[src/rtl/core/bcu_pkg.sv]
`default_nettype none

package bcu_pkg;

    localparam int MAX_N   = 20;
    localparam int N_W     = 5;
    localparam int COEF_W  = 18;
    localparam int ACC_W   = 64;
    localparam int CNT_W   = $clog2(ACC_W + 1);

    // saturate an operand to the supported range
    function automatic logic [N_W-1:0] clamp_operand(input logic [N_W-1:0] v);
        logic [N_W-1:0] lim;
        lim = N_W'(MAX_N);
        return (v > lim) ? lim : v;
    endfunction

endpackage

`default_nettype wire

[src/rtl/core/binomial_coefficient_unit.sv]
// Sequence: an accepted request runs the falling product, then r factorial (r
//   after saturation), then a restoring division; r above n goes to S_DONE.
// Requests: one at a time, none is taken before the last is done; req_stall
//   stays high until the result has moved into the output register, which can
//   hold while a new request runs.
// Reset: rst_n is asynchronous, active low; sequencer returns to idle and the
//   output register is emptied. Datapath registers are not reset.
`default_nettype none

module binomial_coefficient_unit
(
    input  wire logic                       clk,
    input  wire logic                       rst_n,
    input  wire logic                       req_valid,
    output logic                            req_stall,
    input  wire logic [bcu_pkg::N_W-1:0]    n_total,
    input  wire logic [bcu_pkg::N_W-1:0]    r_chosen,
    output logic                            res_valid,
    input  wire logic                       res_stall,
    output logic [bcu_pkg::COEF_W-1:0]      coefficient
);
    import bcu_pkg::*;

    // Sequencer codes
    localparam logic [2:0] S_IDLE = 3'd0;  // wait for a request
    localparam logic [2:0] S_PROD = 3'd1;  // falling product n(n-1)...(n-r+1)
    localparam logic [2:0] S_FACT = 3'd2;  // r factorial
    localparam logic [2:0] S_DIV  = 3'd3;  // restoring division, one bit a cycle
    localparam logic [2:0] S_DONE = 3'd4;  // hand quotient to output register

    localparam logic [CNT_W-1:0] DIV_STEPS = CNT_W'(ACC_W);

    logic [2:0]         state_reg, state_next;
    logic [ACC_W-1:0]   acc_reg, acc_next;     // multiplier accumulator, later divisor
    logic [ACC_W-1:0]   num_reg, num_next;     // dividend, shifted into quotient
    logic [ACC_W-1:0]   rem_reg, rem_next;     // partial remainder
    logic [N_W-1:0]     term_reg, term_next;   // next factor of the falling product
    logic [N_W-1:0]     r_reg, r_next;
    logic [CNT_W-1:0]   cnt_reg, cnt_next;
    logic               res_valid_reg, res_valid_next;
    logic [COEF_W-1:0]  coef_reg, coef_next;

    logic [N_W-1:0]     n_sat;
    logic [N_W-1:0]     r_sat;
    logic [N_W-1:0]     mul_factor;
    logic [ACC_W-1:0]   mul_out;
    logic [ACC_W:0]     trial;
    logic               req_take;
    logic               out_free;

    assign n_sat    = clamp_operand(n_total);
    assign r_sat    = clamp_operand(r_chosen);
    assign req_stall = (state_reg != S_IDLE);
    assign req_take  = req_valid && !req_stall;
    assign out_free  = !res_valid_reg || !res_stall;

    // The one shared multiplier: falling-product term in PROD, counter in FACT.
    // Both products stay below 2^64 for operands up to the supported maximum.
    assign mul_factor = (state_reg == S_PROD) ? term_reg : cnt_reg[N_W-1:0];
    assign mul_out    = acc_reg * ACC_W'(mul_factor);

    // One restoring-division step: shift in the next dividend bit and try a subtract
    assign trial = {rem_reg, num_reg[ACC_W-1]} - {1'b0, acc_reg};

    always_comb
    begin
        state_next     = state_reg;
        acc_next       = acc_reg;
        num_next       = num_reg;
        rem_next       = rem_reg;
        term_next      = term_reg;
        r_next         = r_reg;
        cnt_next       = cnt_reg;
        res_valid_next = res_valid_reg;
        coef_next      = coef_reg;

        // drop the result once it has been taken
        if (res_valid_reg && !res_stall)
        begin
            res_valid_next = 1'b0;
        end

        case (state_reg)
            S_IDLE:
            begin
                if (req_take)
                begin
                    if (r_sat > n_sat)
                    begin
                        // nothing to compute: coefficient is zero
                        num_next   = '0;
                        state_next = S_DONE;
                    end
                    else
                    begin
                        term_next  = n_sat;
                        r_next     = r_sat;
                        cnt_next   = CNT_W'(r_sat);
                        acc_next   = ACC_W'(1);
                        state_next = S_PROD;
                    end
                end
            end

            S_PROD:
            begin
                if (cnt_reg == '0)
                begin
                    // park the numerator and restart the accumulator for r!
                    num_next   = acc_reg;
                    acc_next   = ACC_W'(1);
                    cnt_next   = CNT_W'(r_reg);
                    state_next = S_FACT;
                end
                else
                begin
                    acc_next  = mul_out;
                    term_next = term_reg - N_W'(1);
                    cnt_next  = cnt_reg - CNT_W'(1);
                end
            end

            S_FACT:
            begin
                if (cnt_reg == '0)
                begin
                    rem_next   = '0;
                    cnt_next   = DIV_STEPS;
                    state_next = S_DIV;
                end
                else
                begin
                    acc_next = mul_out;
                    cnt_next = cnt_reg - CNT_W'(1);
                end
            end

            S_DIV:
            begin
                if (!trial[ACC_W])
                begin
                    rem_next = trial[ACC_W-1:0];
                    num_next = {num_reg[ACC_W-2:0], 1'b1};
                end
                else
                begin
                    rem_next = {rem_reg[ACC_W-2:0], num_reg[ACC_W-1]};
                    num_next = {num_reg[ACC_W-2:0], 1'b0};
                end
                cnt_next = cnt_reg - CNT_W'(1);
                if (cnt_reg == CNT_W'(1))
                begin
                    state_next = S_DONE;
                end
            end

            S_DONE:
            begin
                // hold until the output register is free
                if (out_free)
                begin
                    coef_next      = num_reg[COEF_W-1:0];
                    res_valid_next = 1'b1;
                    state_next     = S_IDLE;
                end
            end

            default:
            begin
                state_next = S_IDLE;
            end
        endcase
    end

    always_ff @(posedge clk or negedge rst_n)
    begin
        if (!rst_n)
        begin
            state_reg     <= S_IDLE;
            res_valid_reg <= 1'b0;
        end
        else
        begin
            state_reg     <= state_next;
            res_valid_reg <= res_valid_next;
        end
    end

    always_ff @(posedge clk)
    begin
        acc_reg  <= acc_next;
        num_reg  <= num_next;
        rem_reg  <= rem_next;
        term_reg <= term_next;
        r_reg    <= r_next;
        cnt_reg  <= cnt_next;
        coef_reg <= coef_next;
    end

    assign res_valid   = res_valid_reg;
    assign coefficient = coef_reg;

    // An accepted request always leaves idle
    assert property (@(posedge clk) disable iff (!rst_n)
        req_take |=> (state_reg != S_IDLE))
        else $error("request accepted but sequencer stayed idle");

    // Partial remainder stays below the divisor throughout the division
    assert property (@(posedge clk) disable iff (!rst_n)
        (state_reg == S_DIV) |-> (rem_reg < acc_reg))
        else $error("division remainder not below divisor");

    // Factorial accumulator never wraps to zero
    assert property (@(posedge clk) disable iff (!rst_n)
        (state_reg == S_FACT) |-> (acc_reg != '0))
        else $error("factorial accumulator is zero");

    // Final quotient fits the result field
    assert property (@(posedge clk) disable iff (!rst_n)
        (state_reg == S_DONE) |-> (num_reg[ACC_W-1:COEF_W] == '0))
        else $error("quotient exceeds result width");

endmodule

`default_nettype wire
[config.mk]
export PLATFORM = sky130hd
export DESIGN_NAME = binomial_coefficient_unit
export DESIGN_NICKNAME = d
export VERILOG_FILES = /design/src/rtl/core/bcu_pkg.sv /design/src/rtl/core/binomial_coefficient_unit.sv
export SDC_FILE = /design/constraint.sdc
export NUM_CORES = 1
export LEC_CHECK = 0
export BUFFER_PORTS_ARGS = -buffer_cell sky130_fd_sc_hd__buf_2
export CAP_MARGIN = 0
export CORE_AREA = 2 2 161 226
export CTS_BUF_LIST = sky130_fd_sc_hd__clkbuf_4 sky130_fd_sc_hd__clkbuf_8
export CTS_CLUSTER_DIAMETER = 200
export CTS_CLUSTER_SIZE = 30
export DETAILED_ROUTE_END_ITERATION = 7
export DIE_AREA = 0 0 163 228
export HOLD_SLACK_MARGIN = 0.1
export PLACE_DENSITY = 0.95
export SETUP_SLACK_MARGIN = 0.5
export SYNTH_ARGS = -nofsm -noshare
export SYNTH_HDL_FRONTEND = slang
export SYNTH_SLANG_ARGS = --single-unit
export TNS_END_PERCENT = 20
[constraint.sdc]
create_clock -name clk -period 13.5 [get_ports clk]
set_input_delay 1.35 -clock clk [delete_from_list [all_inputs] [get_ports clk]]
set_output_delay 1.35 -clock clk [all_outputs]
set_load 0.1 [all_outputs]
Word-level counts from Yosys, hierarchy flattened
Index checks and enable logic that the tools add are counted.

storage, ports and cells
  register bits = 231
  latch bits = 0
  RAM bits = 0
  memory bits (read-only) = 0
  input bits = 14
  output and inout bits = 20
  word-level logic and storage cells = 88
  memories = 0

operators by class
  add/sub/neg operators = 3
  multipliers = 1
  divide/modulo/power cells = 0
  $lt $le $gt $ge = 3
  equal/unequal tests = 14
  shifts and indexed selects = 0
  multiplexer cells = 35
  bitwise logic cells = 1
  reduce and logical (&&, ||, !) cells = 22

operators with widths
  cell                                                  count
  2-to-1 mux 64 bit                                     9
  case mux 64 bit (3 select lines)                      2
  case mux 64 bit (2 select lines)                      1
  subtractor 65 x 64 -> 65 bit                          1
  multiplier 64 x 5 -> 64 bit                           1
  2-to-1 mux 5 bit                                      6
  2-to-1 mux 7 bit                                      4
  case mux 7 bit (4 select lines)                       1
  2-to-1 mux 3 bit                                      6
  != test 2 bit, second input constant                  8
  case mux 3 bit (5 select lines)                       1
  AND reduction 4 bit                                   3
  greater-than comparator 5 bit, second input constant  2
  case mux 5 bit (2 select lines)                       1
  nonzero test 3 bit                                    3
  == test 7 x 1 -> 1 bit, second input constant         1
  zero test 7 bit                                       1
  subtractor 7 x 1 -> 7 bit, second input constant      1
  == test 3 x 2 -> 1 bit, second input constant         2
  AND reduction 3 bit                                   2
  greater-than comparator 5 bit                         1
  AND reduction 5 bit                                   1
  subtractor 5 x 1 -> 5 bit, second input constant      1
  2-to-1 mux 1 bit                                      4
  11 further kinds                                      16

Longest topological paths before layout
  depth in word-level cells = 6
  depth in mapped cells = 24
  gate-level depth less buffers = 21

Worst setup path after synthesis
No wires, ideal clock.

  kind = input port to flip-flop
  from = input n_total[3] in the netlist's numbering
  to = register num_reg[0], enable pin
  setup time = 0.507 ns
  arrival time = 5.842 ns
  data required time = 12.993 ns
  slack = 7.151 ns
  stages on the path = 12
  buffers on the path = 0
  cell sequence = o21ai_0 -> nand2_1 -> ha_1 -> nor2b_1 -> o21a_1 -> o21a_1 -> o21ai_0 -> inv_1 -> o22ai_1 -> nor3_1 -> nand2_1 -> a21oi_1

on the way
  word-level cells in the longest chain between the ends = 5

RTL lines
  what                             RTL line                          text
  start: declaration               binomial_coefficient_unit.sv:16   input wire logic [bcu_pkg::N_W-1:0] n_total,
  greater-than comparator 5 bit    bcu_pkg.sv:15                     return (v > lim) ? lim : v;
  2-to-1 mux 5 bit *               bcu_pkg.sv:15
  greater-than comparator 5 bit *  binomial_coefficient_unit.sv:88   if (r_sat > n_sat)
  != test 2 bit (no line) *        --
  AND reduction 4 bit (no line) *  --
  end signal: assignment           binomial_coefficient_unit.sv:192  num_reg <= num_next;
  end: declaration                 binomial_coefficient_unit.sv:35   logic [ACC_W-1:0] num_reg, num_next;

Every way passes the cells marked *; elsewhere a longest branch is shown, timed or not.
A chain may end at the register's enable or synchronous reset.

Final worst setup path
  from = register state_reg[2]
  to = register acc_reg[49] (data pin)

on the way
  word-level cells in the longest chain between the ends = 5
  elaborated cells on any way between the ends = 8
  classes of those cells = 1 x mul; 2 x eq/ne; 4 x mux; 1 x reduce/logical

RTL lines
  what                                         RTL line                                                            text
  start: declaration                           binomial_coefficient_unit.sv:33                                     logic [2:0] state_reg, state_next;
  start signal: assignment                     binomial_coefficient_unit.sv:184                                    state_reg <= state_next;
  == test 3 x 1 -> 1 bit                       binomial_coefficient_unit.sv:59, binomial_coefficient_unit.sv:83
  2-to-1 mux 5 bit                             binomial_coefficient_unit.sv:59                                     assign mul_factor = (state_reg == S_PROD) ? term_reg : cnt_reg[N_W-1:0];
  multiplier 64 x 5 -> 64 bit                  binomial_coefficient_unit.sv:60                                     assign mul_out = acc_reg * ACC_W'(mul_factor);
  2-to-1 mux 64 bit, on equally long branches  binomial_coefficient_unit.sv:125, binomial_coefficient_unit.sv:107
  case mux 64 bit (3 select lines) *           binomial_coefficient_unit.sv:83                                     case (state_reg)
  named net acc_next[49]                       binomial_coefficient_unit.sv:34                                     logic [ACC_W-1:0] acc_reg, acc_next;
  end signal: assignment                       binomial_coefficient_unit.sv:191                                    acc_reg <= acc_next;
  end: declaration                             binomial_coefficient_unit.sv:34

The timed path passes the listed nets; every way through them passes the cells marked *. The select of a mux whose other input is x is not followed.

==> impl_results.md <==
* Die height at approximately 230 um
* Sequential share of the synthesized area at 0.298
* Max Cap Violations at 0
* Clock Sinks at around 230
* R2R setup slack at 6310 ps
* Hold-fix buffers, CTS at 0
* Total wire length at a little over 60000 um
* Antenna violations before repair at 0
* Inst Count DP at a little over 3000
* Post_cts resized at 0
* Synth Register Bits at between 200 and 250
* Critical path, cell by cell: or3b_2 -> mux2i_4 -> buf_4 -> nor2_1 -> fa_1 -> fa_1 -> inv_1 -> fa_1 -> inv_1 -> ha_1 -> a2111oi_0 -> o21a_1 -> nor2_1 -> a311o_1 -> a41oi_1 -> o21ai_2 -> a211oi_1 -> o21ai_0 -> xnor2_1 -> nor2_1
* GRT Util Overall at 0.334
* Crit path required time at approximately 14000 ps
* RSZ-0062 raised after global routing: false
* Clock tree root driver cell: clkbuf_8
* Gpl congestion at ~0.97
* Slew margin rel. at 0.241
* Worst-path fanout max at 56
* Synth-to-Final Area Change at 2.45%
* Startpoint Class: flop
* Mapped Area at roughly 23000 sq um
* Hold WC Path Type: reg -> reg
* Starting Density at 0.655
* # nets final at approximately 3000
* GR Overflow Total at 0
* Post-Layout Cell Count at slightly above 3000
* Largest stage delay, worst path at around 700 ps
* Critical Path Stages at 20
* Crit path max-delay family: compound AO/OA/AOI/OAI gates
* CP Buf/Inv Count at 3
* Drt wl/cell at between 15 and 20 um
* Final non-filler cell area at about 24000 sq um
* Avg Inst Size Synth at between 8 and 9 sq um
* H-tree Lvls at 1
* Ant. Diodes at 0
* Synth cell types at 81
* Vias/cell at about 6.5
* Setup TNS at 0 ps
* Main synth FF type: edfxtp_1
* CTS buffer count at 11
* Worst-Margin Slew at 1140 ps
* Final setup violating endpoints at 0
* Rows at 82
* Vias in the first global route at 20706
* Via Count at between 20000 and 25000
* Kind of critical path: reg -> reg
* Final period util at 0.532
* Detailed Place HPWL at 46200 um
* Reg2Reg Depth at 20
* Die width at between 150 and 200 um
* Clock Latency Late Sink at between 500 and 600 ps
* Slew Limit Fails at 0
* Drc violations at 0
* CTS max path bufs at 3
* Worst Setup End Kind: flop
* Clock slew seen by the registers of the worst setup and hold paths at about 200 ps
* Hold Violations, Final at 0
* Critical path endpoint: acc_reg[49]
* Synthesis warning total at 0
* Post-CTS Setup Repair Bufs at 0
* EDFF count, synth at 227
* Worst setup path start: state_reg[2]
* Async S/R FF share, synth at 0.0173
* Status: finished, final reports clean
* Initial DRT Pass Iterations at 8
* Clk_skew at between 50 and 60 ps
* Antenna Nets Post-Route at 0
* Ratio of cells with drive above 1 in the final layout at 0.0378
* Die area at around 37000 sq um
* Mapped Cells at roughly 2700
* First-pass GRT wire length at between 100000 and 150000 um
* Core Footprint at 35400 sq um
* Maximum clock frequency at approximately 140 MHz
* Top-Level Pins at 34
* Dpl cell area at 23600 sq um
* IO Port Bufs at 33
* Reg2Reg Launch Point: state_reg[2]
* DR iter-0 viols at approximately 2200
* Tmin final at roughly 7200 ps
* Worst EP arrival at around 7500 ps
* CTS tree: done
* Syn nets at between 3000 and 4000
* Pin count of the biggest net entering global routing at a little over 90
* Worst path slowest cell: or3b_2
* Capturing point of the worst reg2reg path: acc_reg[49]
==> final cells by class <==
type | instances | area [sq um]
repair buffers | 46 | 263
well taps | 462 | 578
inverters | 332 | 1250
multi-input cells | 2024 | 14600
clock buffers | 13 | 166
flip-flops and latches | 231 | 6920
fillers | 2590 | 11700
clock inverters | 1 | 11.3
==> how the worst min path moves through the flow <==
stage | end | depth (start not counted) | from | slack [ps]
global placement | coefficient[1] | 0 | num_reg[1] | 440
finish | coefficient[1] | 0 | num_reg[1] | 480
floorplan | coefficient[0] | 0 | num_reg[0] | 430
detailed placement | coefficient[1] | 0 | num_reg[1] | 430
CTS | coefficient[1] | 0 | num_reg[1] | 470
global route | coefficient[13] | 0 | num_reg[13] | 490
==> cell usage in the layout, fill, tap and decap left out, types with 12 or more instances in the layout <==
cell      count
ha_1        138
a31oi_1      12
fa_1        180
a21o_1       68
xor2_1       49
nand3_1      68
xnor2_1      72
o21ai_0     185
nand2b_1     13
buf_2        33
nor2b_1      23
nand2_1     337
inv_1       332
nand4_1      36
edfxtp_1    227
and3_1       21
and2_1       16
nor2_1      370
buf_4        13
o21bai_1     26
o21a_1       27
a21oi_1     172
a211oi_1     25
o31ai_1      13
nor3_1       31
==> Yosys cell counts (5+ instances only) <==
master	count	share of area
nor3_1	31	0.0067
nor4_1	8	0.0022
and3_1	21	0.0057
o31ai_1	13	0.0042
edfxtp_1	227	0.29
clkbuf_1	93	0.015
nand2b_1	13	0.0035
o21a_1	27	0.0087
and2_1	17	0.0046
nand2_1	337	0.055
inv_1	332	0.054
mux2i_1	6	0.0026
nor2_1	372	0.060
nor3b_1	5	0.0016
buf_2	19	0.0041
a211o_1	8	0.0030
buf_1	13	0.0021
or2_2	8	0.0022
a21o_1	68	0.022
ha_1	138	0.075
a211oi_1	25	0.0081
nor2b_1	23	0.0062
a21oi_1	175	0.038
fa_1	180	0.16
o21bai_1	26	0.0084
a31oi_1	12	0.0032
o21ai_0	185	0.040
a21boi_0	5	0.0016
xor2_1	49	0.019
nand4_1	36	0.0097
nand3_1	68	0.015
or3_1	8	0.0022
xnor2_1	72	0.027
==> worst register-to-register path: cells and delay by family (launching register included) <==
kind                       cells  cell delay, ps
and+or+nand+nor                4            1010
xor gates and xnor gates       1             200
muxes                          1             190
buffers and inverters          3             670
adders and majority gates      4            1970
DFF                            1             670
AOI/OAI and AO/OA              7            2250
==> per-stage QoR <==
step                 util  worst slack, ps  hold slack [ps]
floorplan               -             7150              426
global placement    0.666             6650              435
detailed placement  0.666             6420              434
CTS                 0.671             6440              474
global route        0.671             5990              493
finish              0.671             6310              481
==> logic make-up (layout without fill, tap and decap cells) <==
| kind of cell | count (synthesis) | after routing | synth area share |
|---|---|---|---|
| AO/OA/AOI/OAI | 612 | 612 | 0.163 |
| XOR/XNOR | 121 | 121 | 0.0457 |
| adder cells (fa/ha/maj) | 318 | 318 | 0.230 |
| buffers and inverters | 464 | 392 | 0.0775 |
| flip-flops | 231 | 231 | 0.298 |
| multiplexers | 6 | 6 | 0.00259 |
| AND/OR/NAND/NOR | 967 | 967 | 0.182 |
==> metal layers <==
metal | vias up | global-route usage | wire, um
li1 | 8988 | - | -
met1 | 9620 | 0.381 | 21700
met2 | 1184 | 0.581 | 30600
met3 | 317 | 0.0444 | 4460
met4 | 0 | 0.222 | 4630
met5 | - | 0 | 0
Power is not shown: default switching activity piles up to over one toggle a cycle in this logic, so the estimate is an artifact.
